$ cat config.mk
export PLATFORM = sky130hd
export DESIGN_NAME = c_source_syntax_colorizer_top
export DESIGN_NICKNAME = d
export VERILOG_FILES = /design/src/rtl/csc_pkg.sv /design/src/rtl/csc_ctrl.sv /design/src/rtl/csc_datapath.sv /design/src/rtl/c_source_syntax_colorizer_top.sv
export SDC_FILE = /design/constraint.sdc
export NUM_CORES = 1
export LEC_CHECK = 0
export BUFFER_PORTS_ARGS = -buffer_cell sky130_fd_sc_hd__buf_4
export CAP_MARGIN = 20
export CORE_MARGIN = 2
export CORE_UTILIZATION = 45
export DETAILED_ROUTE_END_ITERATION = 6
export PLACE_DENSITY = 0.66
export SYNTH_ARGS = -nofsm -noshare
export SYNTH_HDL_FRONTEND = slang
export SYNTH_HIERARCHICAL = 1
export SYNTH_SLANG_ARGS = --single-unit
$ cat constraint.sdc
create_clock -name clk_i -period 8.5 [get_ports clk_i]
set_clock_uncertainty 0.2 [all_clocks]
set_input_delay 0.85 -clock clk_i [delete_from_list [all_inputs] [get_ports clk_i]]
set_output_delay 0.85 -clock clk_i [all_outputs]
set_load 0.01 [all_outputs]
$ cat src/rtl/csc_pkg.sv
// ----------------------------------------------------------------------------
// csc_pkg
// Shared types, codes and constant tables of the C source colorizer.
// ----------------------------------------------------------------------------
package csc_pkg;

  typedef enum logic [2:0] {
    CLS_PLAIN   = 3'd0,
    CLS_KEYWORD = 3'd1,
    CLS_HASH    = 3'd2,
    CLS_LITERAL = 3'd3,
    CLS_COMMENT = 3'd4,
    CLS_DIGIT   = 3'd5
  } colour_class_e;

  typedef enum logic [2:0] {
    MODE_CODE   = 3'd0,
    MODE_BLOCK  = 3'd1,
    MODE_LINE   = 3'd2,
    MODE_STRING = 3'd3,
    MODE_CHAR   = 3'd4
  } lex_mode_e;

  localparam int unsigned CFG_IDX_W = 3;

  localparam logic [CFG_IDX_W-1:0] REG_DEFAULT = 3'd0;
  localparam logic [CFG_IDX_W-1:0] REG_KEYWORD = 3'd1;
  localparam logic [CFG_IDX_W-1:0] REG_HASH    = 3'd2;
  localparam logic [CFG_IDX_W-1:0] REG_LITERAL = 3'd3;
  localparam logic [CFG_IDX_W-1:0] REG_COMMENT = 3'd4;
  localparam logic [CFG_IDX_W-1:0] REG_DIGIT   = 3'd5;

  localparam logic [7:0] RST_DEFAULT = 8'h07;
  localparam logic [7:0] RST_KEYWORD = 8'h0B;
  localparam logic [7:0] RST_HASH    = 8'h0C;
  localparam logic [7:0] RST_LITERAL = 8'h0D;
  localparam logic [7:0] RST_COMMENT = 8'h02;
  localparam logic [7:0] RST_DIGIT   = 8'h0E;

  localparam logic [7:0] CH_SLASH     = 8'h2F;
  localparam logic [7:0] CH_STAR      = 8'h2A;
  localparam logic [7:0] CH_DQUOTE    = 8'h22;
  localparam logic [7:0] CH_SQUOTE    = 8'h27;
  localparam logic [7:0] CH_BACKSLASH = 8'h5C;
  localparam logic [7:0] CH_HASH      = 8'h23;

  localparam int unsigned KW_COUNT   = 31;
  localparam int unsigned KW_MAX_LEN = 8;

  localparam logic [8*KW_MAX_LEN-1:0] KW_TABLE [KW_COUNT] = '{
    64'("int"),      64'("char"),     64'("void"),     64'("if"),
    64'("else"),     64'("for"),      64'("while"),    64'("return"),
    64'("struct"),   64'("typedef"),  64'("switch"),   64'("case"),
    64'("break"),    64'("continue"), 64'("do"),       64'("goto"),
    64'("static"),   64'("extern"),   64'("const"),    64'("unsigned"),
    64'("signed"),   64'("long"),     64'("short"),    64'("float"),
    64'("double"),   64'("enum"),     64'("union"),    64'("volatile"),
    64'("register"), 64'("auto"),     64'("sizeof")
  };

  typedef struct packed {
    logic [7:0] text_byte;
    logic       line_end;
  } in_item_t;

  typedef struct packed {
    logic [7:0]    out_byte;
    logic [7:0]    column;
    colour_class_e colour_class;
    logic [7:0]    attribute;
    logic          run_last;
    logic          line_last;
  } out_item_t;

  typedef struct packed {
    logic accept;
    logic emit_flush;
    logic emit_direct;
  } ctrl_cmd_t;

  typedef struct packed {
    logic flush_any;
    logic direct_any;
    logic flush_end;
    logic direct_held;
    logic out_free;
  } ctrl_sts_t;

  function automatic logic is_digit(input logic [7:0] c);
    return (c >= 8'h30) && (c <= 8'h39);
  endfunction

  function automatic logic is_word(input logic [7:0] c);
    return ((c >= 8'h61) && (c <= 8'h7A)) || ((c >= 8'h41) && (c <= 8'h5A)) ||
           is_digit(c) || (c == 8'h5F);
  endfunction

endpackage

$ cat src/rtl/csc_ctrl.sv
// ----------------------------------------------------------------------------
// csc_ctrl
// Sequencer: takes one character, then drains the held word and the
// character's own result into the output register.
// ----------------------------------------------------------------------------
module csc_ctrl (
  input  logic                clk_i,
  input  logic                rst_ni,
  input  logic                in_valid_i,
  output logic                in_stall_o,
  input  csc_pkg::ctrl_sts_t  sts_i,
  output csc_pkg::ctrl_cmd_t  cmd_o
);

  localparam logic [1:0] ST_IDLE   = 2'd0;
  localparam logic [1:0] ST_FLUSH  = 2'd1;
  localparam logic [1:0] ST_DIRECT = 2'd2;

  logic [1:0] state_q, state_d;

  always_comb begin
    state_d           = state_q;
    in_stall_o        = 1'b1;
    cmd_o.accept      = 1'b0;
    cmd_o.emit_flush  = 1'b0;
    cmd_o.emit_direct = 1'b0;
    case (state_q)
      ST_IDLE: begin
        in_stall_o = 1'b0;
        if (in_valid_i) begin
          cmd_o.accept = 1'b1;
          if (sts_i.flush_any) begin
            state_d = ST_FLUSH;
          end else if (sts_i.direct_any) begin
            state_d = ST_DIRECT;
          end
        end
      end
      ST_FLUSH: begin
        if (sts_i.out_free) begin
          cmd_o.emit_flush = 1'b1;
          if (sts_i.flush_end) begin
            state_d = sts_i.direct_held ? ST_DIRECT : ST_IDLE;
          end
        end
      end
      ST_DIRECT: begin
        if (sts_i.out_free) begin
          cmd_o.emit_direct = 1'b1;
          state_d           = ST_IDLE;
        end
      end
      default: begin
        state_d = ST_IDLE;
      end
    endcase
  end

  always_ff @(posedge clk_i or negedge rst_ni) begin
    if (!rst_ni) begin
      state_q <= ST_IDLE;
    end else begin
      state_q <= state_d;
    end
  end

endmodule

$ cat src/rtl/csc_datapath.sv
// ----------------------------------------------------------------------------
// csc_datapath
// Lexer state, held word store, keyword match, colour registers and the
// output register.
// ----------------------------------------------------------------------------
module csc_datapath #(
  parameter int unsigned WORD_HOLD   = 8,
  parameter int unsigned LINE_LENGTH = 256
) (
  input  logic                                clk_i,
  input  logic                                rst_ni,
  input  csc_pkg::ctrl_cmd_t                  cmd_i,
  output csc_pkg::ctrl_sts_t                  sts_o,
  input  csc_pkg::in_item_t                   in_data_i,
  input  logic                                cfg_valid_i,
  input  logic [csc_pkg::CFG_IDX_W-1:0]       cfg_index_i,
  input  logic [7:0]                          cfg_data_i,
  input  logic                                out_stall_i,
  output logic                                out_valid_o,
  output csc_pkg::out_item_t                  out_data_o
);

  localparam int unsigned WIDX  = $clog2(WORD_HOLD);
  localparam int unsigned LEN_W = $clog2(WORD_HOLD + 1);
  localparam int unsigned COL_W = $clog2(LINE_LENGTH);
  localparam int unsigned SUM_W = COL_W + 1;
  localparam int unsigned KW_W  = 8 * csc_pkg::KW_MAX_LEN;

  // lexer state
  csc_pkg::lex_mode_e mode_q, mode_d;
  logic               slash_q, slash_d, star_q, star_d, esc_q, esc_d;
  logic               long_q, long_d;
  logic [LEN_W-1:0]   len_q, len_d;
  logic [COL_W-1:0]   col_q, col_d;
  logic [COL_W-1:0]   wcol_q, wcol_d;
  logic [7:0]         store_q [WORD_HOLD];

  // pending results of the accepted item
  logic [LEN_W-1:0]      flen_q, fn;
  logic                  nokw_q, nokw;
  logic                  dv_q, dv;
  logic [7:0]            dbyte_q;
  csc_pkg::colour_class_e dcls_q, dcls;
  logic [COL_W-1:0]      dcol_q;
  logic                  last_q;
  logic [WIDX-1:0]       k_q;
  logic                  hold;

  logic [7:0] reg_default_q, reg_keyword_q, reg_hash_q;
  logic [7:0] reg_literal_q, reg_comment_q, reg_digit_q;

  logic               out_valid_q;
  csc_pkg::out_item_t out_q, out_d;

  logic [7:0]       c;
  logic [SUM_W-1:0] col_inc;
  logic [SUM_W-1:0] fcol_sum;
  logic [COL_W-1:0] fcol;
  logic [KW_W-1:0]  word_val;
  logic             kw_hit;
  logic             flush_end;
  logic [7:0]       fbyte;
  csc_pkg::colour_class_e fcls, ocls;

  function automatic logic [7:0] attr_of(
    input csc_pkg::colour_class_e cls,
    input logic [7:0] a_def, input logic [7:0] a_kw, input logic [7:0] a_hash,
    input logic [7:0] a_lit, input logic [7:0] a_com, input logic [7:0] a_dig
  );
    logic [7:0] a;
    case (cls)
      csc_pkg::CLS_KEYWORD: a = a_kw;
      csc_pkg::CLS_HASH:    a = a_hash;
      csc_pkg::CLS_LITERAL: a = a_lit;
      csc_pkg::CLS_COMMENT: a = a_com;
      csc_pkg::CLS_DIGIT:   a = a_dig;
      default:              a = a_def;
    endcase
    return a;
  endfunction

  // next lexer state for the offered character
  always_comb begin
    c       = in_data_i.text_byte;
    mode_d  = mode_q;
    slash_d = slash_q;
    star_d  = star_q;
    esc_d   = esc_q;
    long_d  = long_q;
    len_d   = len_q;
    wcol_d  = wcol_q;
    hold    = 1'b0;
    dv      = 1'b1;
    dcls    = csc_pkg::CLS_PLAIN;
    fn      = '0;
    nokw    = 1'b0;
    col_inc = SUM_W'(col_q) + SUM_W'(1);
    case (mode_q)
      csc_pkg::MODE_BLOCK: begin
        if (star_q && (c == csc_pkg::CH_SLASH)) begin
          mode_d = csc_pkg::MODE_CODE;
          star_d = 1'b0;
        end else begin
          star_d = (c == csc_pkg::CH_STAR);
          dcls   = csc_pkg::CLS_COMMENT;
        end
      end
      csc_pkg::MODE_LINE: begin
        dcls = csc_pkg::CLS_COMMENT;
      end
      csc_pkg::MODE_STRING, csc_pkg::MODE_CHAR: begin
        dcls = csc_pkg::CLS_LITERAL;
        if (esc_q) begin
          esc_d = 1'b0;
        end else if (c == csc_pkg::CH_BACKSLASH) begin
          esc_d = 1'b1;
        end else if (c == ((mode_q == csc_pkg::MODE_STRING) ? csc_pkg::CH_DQUOTE
                                                            : csc_pkg::CH_SQUOTE)) begin
          mode_d = csc_pkg::MODE_CODE;
        end
      end
      default: begin
        slash_d = 1'b0;
        if (slash_q && ((c == csc_pkg::CH_SLASH) || (c == csc_pkg::CH_STAR))) begin
          mode_d = (c == csc_pkg::CH_SLASH) ? csc_pkg::MODE_LINE : csc_pkg::MODE_BLOCK;
          star_d = 1'b0;
          dcls   = csc_pkg::CLS_COMMENT;
        end else if (csc_pkg::is_word(c)) begin
          dcls = csc_pkg::is_digit(c) ? csc_pkg::CLS_DIGIT : csc_pkg::CLS_PLAIN;
          if (long_q) begin
            dv = 1'b1;
          end else if (len_q < LEN_W'(WORD_HOLD)) begin
            hold = 1'b1;
            dv   = 1'b0;
            if (len_q == '0) begin
              wcol_d = col_q;
            end
            len_d = len_q + LEN_W'(1);
          end else begin
            long_d = 1'b1;
            fn     = len_q;
            nokw   = 1'b1;
            len_d  = '0;
          end
        end else begin
          fn     = len_q;
          len_d  = '0;
          long_d = 1'b0;
          if (c == csc_pkg::CH_SLASH) begin
            slash_d = 1'b1;
          end else if (c == csc_pkg::CH_DQUOTE) begin
            mode_d = csc_pkg::MODE_STRING;
          end else if (c == csc_pkg::CH_SQUOTE) begin
            mode_d = csc_pkg::MODE_CHAR;
          end
          dcls = (c == csc_pkg::CH_HASH) ? csc_pkg::CLS_HASH : csc_pkg::CLS_PLAIN;
        end
      end
    endcase
    if (in_data_i.line_end) begin
      if (hold) begin
        fn = len_d;
      end
      mode_d  = csc_pkg::MODE_CODE;
      slash_d = 1'b0;
      star_d  = 1'b0;
      esc_d   = 1'b0;
      long_d  = 1'b0;
      len_d   = '0;
      col_d   = '0;
    end else if (col_inc > SUM_W'(LINE_LENGTH - 1)) begin
      col_d = COL_W'(LINE_LENGTH - 1);
    end else begin
      col_d = col_inc[COL_W-1:0];
    end
  end

  // keyword match over the held word
  always_comb begin
    word_val = '0;
    for (int k = 0; k < int'(csc_pkg::KW_MAX_LEN); k++) begin
      if (LEN_W'(k) < flen_q) begin
        word_val = {word_val[KW_W-9:0], store_q[k]};
      end
    end
    kw_hit = 1'b0;
    for (int i = 0; i < int'(csc_pkg::KW_COUNT); i++) begin
      if (word_val == csc_pkg::KW_TABLE[i]) begin
        kw_hit = 1'b1;
      end
    end
    kw_hit = kw_hit && !nokw_q && (flen_q <= LEN_W'(csc_pkg::KW_MAX_LEN));
  end

  // result selection
  always_comb begin
    fbyte     = store_q[k_q];
    fcol_sum  = SUM_W'(wcol_q) + SUM_W'(k_q);
    fcol      = (fcol_sum > SUM_W'(LINE_LENGTH - 1)) ? COL_W'(LINE_LENGTH - 1)
                                                     : fcol_sum[COL_W-1:0];
    fcls      = kw_hit ? csc_pkg::CLS_KEYWORD :
                (csc_pkg::is_digit(fbyte) ? csc_pkg::CLS_DIGIT : csc_pkg::CLS_PLAIN);
    flush_end = ((LEN_W'(k_q) + LEN_W'(1)) == flen_q);
    out_d     = out_q;
    ocls      = cmd_i.emit_flush ? fcls : dcls_q;
    if (cmd_i.emit_flush) begin
      out_d.out_byte = fbyte;
      out_d.column   = 8'(fcol);
      out_d.run_last = flush_end && !dv_q;
    end else begin
      out_d.out_byte = dbyte_q;
      out_d.column   = 8'(dcol_q);
      out_d.run_last = 1'b1;
    end
    out_d.colour_class = ocls;
    out_d.attribute    = attr_of(ocls, reg_default_q, reg_keyword_q, reg_hash_q,
                                 reg_literal_q, reg_comment_q, reg_digit_q);
    out_d.line_last    = out_d.run_last && last_q;
  end

  assign sts_o.flush_any   = (fn != '0);
  assign sts_o.direct_any  = dv;
  assign sts_o.flush_end   = flush_end;
  assign sts_o.direct_held = dv_q;
  assign sts_o.out_free    = !out_valid_q || !out_stall_i;

  assign out_valid_o = out_valid_q;
  assign out_data_o  = out_q;

  always_ff @(posedge clk_i or negedge rst_ni) begin
    if (!rst_ni) begin
      mode_q      <= csc_pkg::MODE_CODE;
      slash_q     <= 1'b0;
      star_q      <= 1'b0;
      esc_q       <= 1'b0;
      long_q      <= 1'b0;
      len_q       <= '0;
      col_q       <= '0;
      flen_q      <= '0;
      nokw_q      <= 1'b0;
      dv_q        <= 1'b0;
      k_q         <= '0;
      out_valid_q <= 1'b0;
    end else begin
      if (cmd_i.accept) begin
        mode_q  <= mode_d;
        slash_q <= slash_d;
        star_q  <= star_d;
        esc_q   <= esc_d;
        long_q  <= long_d;
        len_q   <= len_d;
        col_q   <= col_d;
        flen_q  <= fn;
        nokw_q  <= nokw;
        dv_q    <= dv;
        k_q     <= '0;
      end else if (cmd_i.emit_flush) begin
        k_q <= k_q + WIDX'(1);
      end
      if (cmd_i.emit_flush || cmd_i.emit_direct) begin
        out_valid_q <= 1'b1;
      end else if (!out_stall_i) begin
        out_valid_q <= 1'b0;
      end
    end
  end

  always_ff @(posedge clk_i or negedge rst_ni) begin
    if (!rst_ni) begin
      reg_default_q <= csc_pkg::RST_DEFAULT;
      reg_keyword_q <= csc_pkg::RST_KEYWORD;
      reg_hash_q    <= csc_pkg::RST_HASH;
      reg_literal_q <= csc_pkg::RST_LITERAL;
      reg_comment_q <= csc_pkg::RST_COMMENT;
      reg_digit_q   <= csc_pkg::RST_DIGIT;
    end else if (cfg_valid_i) begin
      case (cfg_index_i)
        csc_pkg::REG_DEFAULT: reg_default_q <= cfg_data_i;
        csc_pkg::REG_KEYWORD: reg_keyword_q <= cfg_data_i;
        csc_pkg::REG_HASH:    reg_hash_q    <= cfg_data_i;
        csc_pkg::REG_LITERAL: reg_literal_q <= cfg_data_i;
        csc_pkg::REG_COMMENT: reg_comment_q <= cfg_data_i;
        csc_pkg::REG_DIGIT:   reg_digit_q   <= cfg_data_i;
        default: begin
        end
      endcase
    end
  end

  always_ff @(posedge clk_i) begin
    if (cmd_i.accept) begin
      wcol_q  <= wcol_d;
      dbyte_q <= c;
      dcls_q  <= dcls;
      dcol_q  <= col_q;
      last_q  <= in_data_i.line_end;
      if (hold) begin
        store_q[len_q[WIDX-1:0]] <= c;
      end
    end
    if (cmd_i.emit_flush || cmd_i.emit_direct) begin
      out_q <= out_d;
    end
  end

  a_flush_in_range: assert property (@(posedge clk_i) disable iff (!rst_ni)
    cmd_i.emit_flush |-> (LEN_W'(k_q) < flen_q))
    else $error("flush read past the held word");

  a_one_emit: assert property (@(posedge clk_i) disable iff (!rst_ni)
    !(cmd_i.emit_flush && cmd_i.emit_direct) && !(cmd_i.accept && cmd_i.emit_flush))
    else $error("conflicting datapath commands");

  a_len_bound: assert property (@(posedge clk_i) disable iff (!rst_ni)
    len_q <= LEN_W'(WORD_HOLD))
    else $error("held word longer than the store");

  a_word_only_in_code: assert property (@(posedge clk_i) disable iff (!rst_ni)
    (mode_q != csc_pkg::MODE_CODE) |-> (len_q == '0) && !long_q)
    else $error("word held outside code mode");

  a_emit_on_free: assert property (@(posedge clk_i) disable iff (!rst_ni)
    (cmd_i.emit_flush || cmd_i.emit_direct) |-> (!out_valid_q || !out_stall_i))
    else $error("output register overwritten while stalled");

endmodule

$ cat src/rtl/c_source_syntax_colorizer_top.sv
// ----------------------------------------------------------------------------
// c_source_syntax_colorizer_top
// Colors C source text one character per beat and tags each with a class
// and attribute byte.
//
//   channel  direction  handshake             payload
//   in       input      in_valid_i/in_stall_o  csc_pkg::in_item_t
//   out      output     out_valid_o/out_stall_i csc_pkg::out_item_t
//   cfg      input      cfg_valid_i/cfg_ready_o cfg_index_i, cfg_data_i
//
// An input beat is accepted in the idle state, then drains each result it produces:
// a held word character produces none, a character that ends a held word
// WORD_HOLD+1 at most. The held word drains one entry per cycle while the output is free.
// Reset clears lexer state and restores the colour registers.
// A stalled output holds the draining sequence; input stalls while draining.
// ----------------------------------------------------------------------------
module c_source_syntax_colorizer_top #(
  parameter int unsigned WORD_HOLD   = 8,
  parameter int unsigned LINE_LENGTH = 256
) (
  input  logic                          clk_i,
  input  logic                          rst_ni,
  input  logic                          in_valid_i,
  output logic                          in_stall_o,
  input  csc_pkg::in_item_t             in_data_i,
  output logic                          out_valid_o,
  input  logic                          out_stall_i,
  output csc_pkg::out_item_t            out_data_o,
  input  logic                          cfg_valid_i,
  output logic                          cfg_ready_o,
  input  logic [csc_pkg::CFG_IDX_W-1:0] cfg_index_i,
  input  logic [7:0]                    cfg_data_i
);

  csc_pkg::ctrl_cmd_t cmd;
  csc_pkg::ctrl_sts_t sts;

  assign cfg_ready_o = 1'b1;

  csc_ctrl u_ctrl (
    .clk_i      (clk_i),
    .rst_ni     (rst_ni),
    .in_valid_i (in_valid_i),
    .in_stall_o (in_stall_o),
    .sts_i      (sts),
    .cmd_o      (cmd)
  );

  csc_datapath #(
    .WORD_HOLD   (WORD_HOLD),
    .LINE_LENGTH (LINE_LENGTH)
  ) u_datapath (
    .clk_i       (clk_i),
    .rst_ni      (rst_ni),
    .cmd_i       (cmd),
    .sts_o       (sts),
    .in_data_i   (in_data_i),
    .cfg_valid_i (cfg_valid_i),
    .cfg_index_i (cfg_index_i),
    .cfg_data_i  (cfg_data_i),
    .out_stall_i (out_stall_i),
    .out_valid_o (out_valid_o),
    .out_data_o  (out_data_o)
  );

endmodule
==> out/metrics.cfg <==
[detailed_routing]
num_vias = 12200
drt-initial-drc-count = 1792
avgRoutedWirePerCell_microns = 25.8
ant_nets = 0
first_pass_iters = 6
drt_drc_violations_left = 0
viasPerCell = 6.89
routed_wl_microns = 45800

[synth]
synth_adder_area_share_pct = 0.888
yosysSeqAreaShare_pct = 41.6
synthXorXnorAreaFrac_pct = 0.842
synth_area_sq_mm = 0.0135
synthSimpleGateAreaFrac_pct = 22.0
syn-num-nets = 1412
synth_top_family_by_area = simple AND/OR/NAND/NOR gates
synthArstFlopShare_pct = 39.5
synth_top_cell_area_share_pct = 26.9
synth_cell_types = 103
synth_compound_area_share_pct = 20.1
syn_inst = 1378
avgSynthCellArea_sq_um = 9.82
synthMuxAreaShare_pct = 9.99
yosys-top-cells-area = edfxtp_1, dfrtp_1, mux2_2, nand2_1, dfstp_2
synth_edf_count = 121
yosys_warnings = 6
synth_flop_cell = edfxtp_1
synth_seq_cells = 200
yosysTopAreaCell = edfxtp_1

[die]
coreArea_sq_mm = 0.0296
rows = 63
fp.dieArea_sq_mm = 0.0315
top_level_ports = 57
die_w_microns = 177
floorplan.initialDensity_pct = 45.7
die_y_microns = 177

[worst_setup_path]
worst-path-buf-inv = 2
path_delay_family = simple AND/OR/NAND/NOR gates
r2r.worst_path.cells = 14
cp_max_fo = 91
cp_cell_sequence = buf_4 > nand4b_1 > o22ai_1 > a21oi_1 > and4bb_1 > nand2_1 > or4_1 > or4_1 > o311ai_2 > nor4_4 > a31oi_4 > inv_2 > a22oi_2 > o221ai_1
worstSetupEndpoint = u_datapath/out_data_o[9]
crit_type = flop to flop
reg2reg_slack_ns = 2.25
critPathCaptureType = flop
cp_common_cell = or4_1
start_kind = flop
startpoint = u_datapath/flen_q[0]
critPathRequiredTime_ns = 8.48
crit_arrival_ns = 6.24
slowest_delay_ns = 0.84
cp.depth = 14
r2r_start = u_datapath/flen_q[0]
slowest_stage = nand4b_1
reg2reg_to = u_datapath/out_data_o[9]

[sta]
hold_viol = 0
finalSetupTns_ns = 0
final_max_slew_viol_count = 0
slew_headroom_pct = 22.5
rsz0062_at_grt = false
worstMarginPinSlew_ns = 1.15
fin_hold_ws_ns = 0.0786
fmax_ghz = 0.160
fin_crit_sh_pct = 73.6
setup_viol = 0
min_period_ns = 6.25

[worst_hold_path]
hp-class = primary input to asynchronous set/reset pin

[cells_and_area]
layout.nets = 1409
fin_util_pct = 49.6
final_cell_count_no_fill = 1778
num_antenna_cells = 0
drive_gt1_share_pct = 17.7
fillers = 2750
area_growth_pct = 8.61

[global_route]
use_met3_pct = 5.57
use_met1_pct = 41.8
top_usage_layer = met2
grt_pass1_vias = 11100
grt_use_total_pct = 29.2
grt_max_degree = 92
gr-total-overflow = 0
met2_usage_pct = 44.2
antenna_found_initial = 1
grt_pass1_wl_microns = 69600

[cts]
root_buffer = clkbuf_16
postCtsSetupRepairBufs = 0
numCtsBuffers = 17
htreeDepth = 4
hold_buffers = 0
cts_resized = 0
clk-insertion-delay-late_ns = 0.45
cts_sinks = 200
clk_path_buf_depth = 2
cts_tree = done
clkTransAtPathRegs_ns = 0.09

[power_and_ir_drop]
total_power_mw = 4.89
vdd_drop_max_v = 0.000206
powerDensity_mw_per_mm2 = 333
power.switching_mw = 2.32
clkPwrFrac_pct = 16.5
p_leak_nw = 5.05
p_seq_share_pct = 31.7
intPower_mw = 2.57
power_frac_comb_pct = 51.8
power.share.switching_pct = 47.5

[place]
numPortBuffers = 55
post-dp-hpwl_microns = 33000
dpl.cell_count = 1746
gp_congestion = 1.07

[outcome]
outcome = completed

[flow_run]
maxCapViolCount = 0

## per-layer routing
metal  share of wire [%]  wire length (microns)
met1                  43                  19700
met2                  45                  20400
met3                 8.9                   4090
met4                 3.5                   1620
met5               0.028                     13
## registers in the layout, indices dropped and copies added, names as in the netlist, 2 cells and up
| register | count |
|---|---|
| u_datapath/reg_keyword_q | 8 |
| u_datapath/dcol_q | 8 |
| u_datapath/reg_literal_q | 8 |
| u_datapath/k_q | 3 |
| u_datapath/reg_hash_q | 8 |
| u_ctrl/state_q | 2 |
| u_datapath/dcls_q | 3 |
| u_datapath/out_data_o | 29 |
| u_datapath/reg_default_q | 8 |
| u_datapath/store_q | 64 |
| u_datapath/reg_comment_q | 8 |
| u_datapath/wcol_q | 8 |
| u_datapath/len_q | 4 |
| u_datapath/reg_digit_q | 8 |
| u_datapath/dbyte_q | 8 |
| u_datapath/flen_q | 4 |
| u_datapath/mode_q | 3 |
| u_datapath/col_q | 8 |
## cells by family after synthesis
kind of cell	Yosys count
adder cells (fa/ha/maj)	9
AO/OA/AOI/OAI	378
XOR/XNOR	13
buffers and inverters	132
other	1
flip-flops	200
multiplexers	106
AND/OR/NAND/NOR	539
## cell type report
cell class | instances | area, sq um | share of cell area (%)
inverters | 41 | 154 | 1.05
flip-flops and latches | 200 | 5640 | 38.4
multi-input cells | 1046 | 7300 | 49.6
clock buffers | 17 | 425 | 2.89
clock inverters | 15 | 178 | 1.21
repair buffers | 69 | 518 | 3.52
well taps | 390 | 488 | 3.32
## cell usage after synthesis, drive strengths merged (28+ instances only)
| cell type | count |
|---|---|
| mux2 | 66 |
| inv | 40 |
| nand3 | 47 |
| nor2 | 87 |
| nor3 | 47 |
| clkbuf | 39 |
| dfrtp | 64 |
| buf | 52 |
| edfxtp | 121 |
| nand2 | 132 |
| a21oi | 72 |
| o21ai | 62 |
| nor4 | 40 |
| a22oi | 28 |
## worst reg2reg max path, delay by kind of cell, from the launching register on
family / cells / cell delay, ns
buf+inv: 2 / 0.96
compound gates: 6 / 1.67
flops: 1 / 0.36
simple gates: 6 / 2.81
## power groups by stage
stage	logic, mW	registers [mW]	clock network [mW]
4_1_cts	2.45	1.54	0.828
2_1_floorplan	1.84	1.41	0
6_report	2.53	1.55	0.810
5_1_grt	2.69	1.58	0.863
3_3_place_gp	2.44	1.55	0
3_5_place_dp	2.44	1.56	0
## cell usage in the layout (no fill, tap or decap), types with 9 or more instances in the layout
| master | instances |
|---|---|
| nand2_1 | 132 |
| edfxtp_1 | 121 |
| nor2_1 | 86 |
| a21oi_1 | 71 |
| buf_4 | 69 |
| o21ai_0 | 61 |
| mux2_2 | 61 |
| dfrtp_1 | 60 |
| nand3_1 | 47 |
| nor3_1 | 44 |
| nor4_1 | 37 |
| inv_1 | 35 |
| a22oi_1 | 27 |
| nand4_1 | 25 |
| mux2i_1 | 23 |
| nand2b_1 | 21 |
| nand3b_1 | 18 |
| clkbuf_16 | 17 |
| nor3b_1 | 16 |
| a31oi_1 | 16 |
| mux4_2 | 16 |
| a21o_1 | 15 |
| o22ai_1 | 15 |
| dfstp_2 | 15 |
| o221ai_1 | 14 |
| nor2b_1 | 14 |
| a22o_1 | 13 |
| a32oi_1 | 13 |
| and3_1 | 12 |
| and2_1 | 11 |
| o31ai_1 | 10 |
| a211oi_1 | 10 |
| or2_2 | 9 |
| o21a_1 | 9 |
## worst min path at each step
stage | to | slack (ns) | startpoint | cells after the start
2_1_floorplan | u_ctrl/state_q[0] | 0.27 | u_ctrl/state_q[1] | 1
3_3_place_gp | u_datapath/reg_comment_q[6] | 0.28 | u_datapath/reg_comment_q[6] | 1
3_5_place_dp | u_datapath/reg_comment_q[6] | 0.29 | u_datapath/reg_comment_q[6] | 1
4_1_cts | u_datapath/col_q[3] | 0.08 | rst_ni | 1
5_1_grt | u_datapath/col_q[4] | 0.1 | rst_ni | 1
6_report | u_datapath/col_q[3] | 0.08 | rst_ni | 1
## per-stage QoR
stage                     setup WS [ns]  area (sq um)
after floorplan                    4.38         13500
final                              2.25         14700
after detailed placement           2.46         14100
after global routing               2.01         14700
after CTS                          2.44         14700
after global placement             2.49         14100
Power figures use the tool's default switching activity.
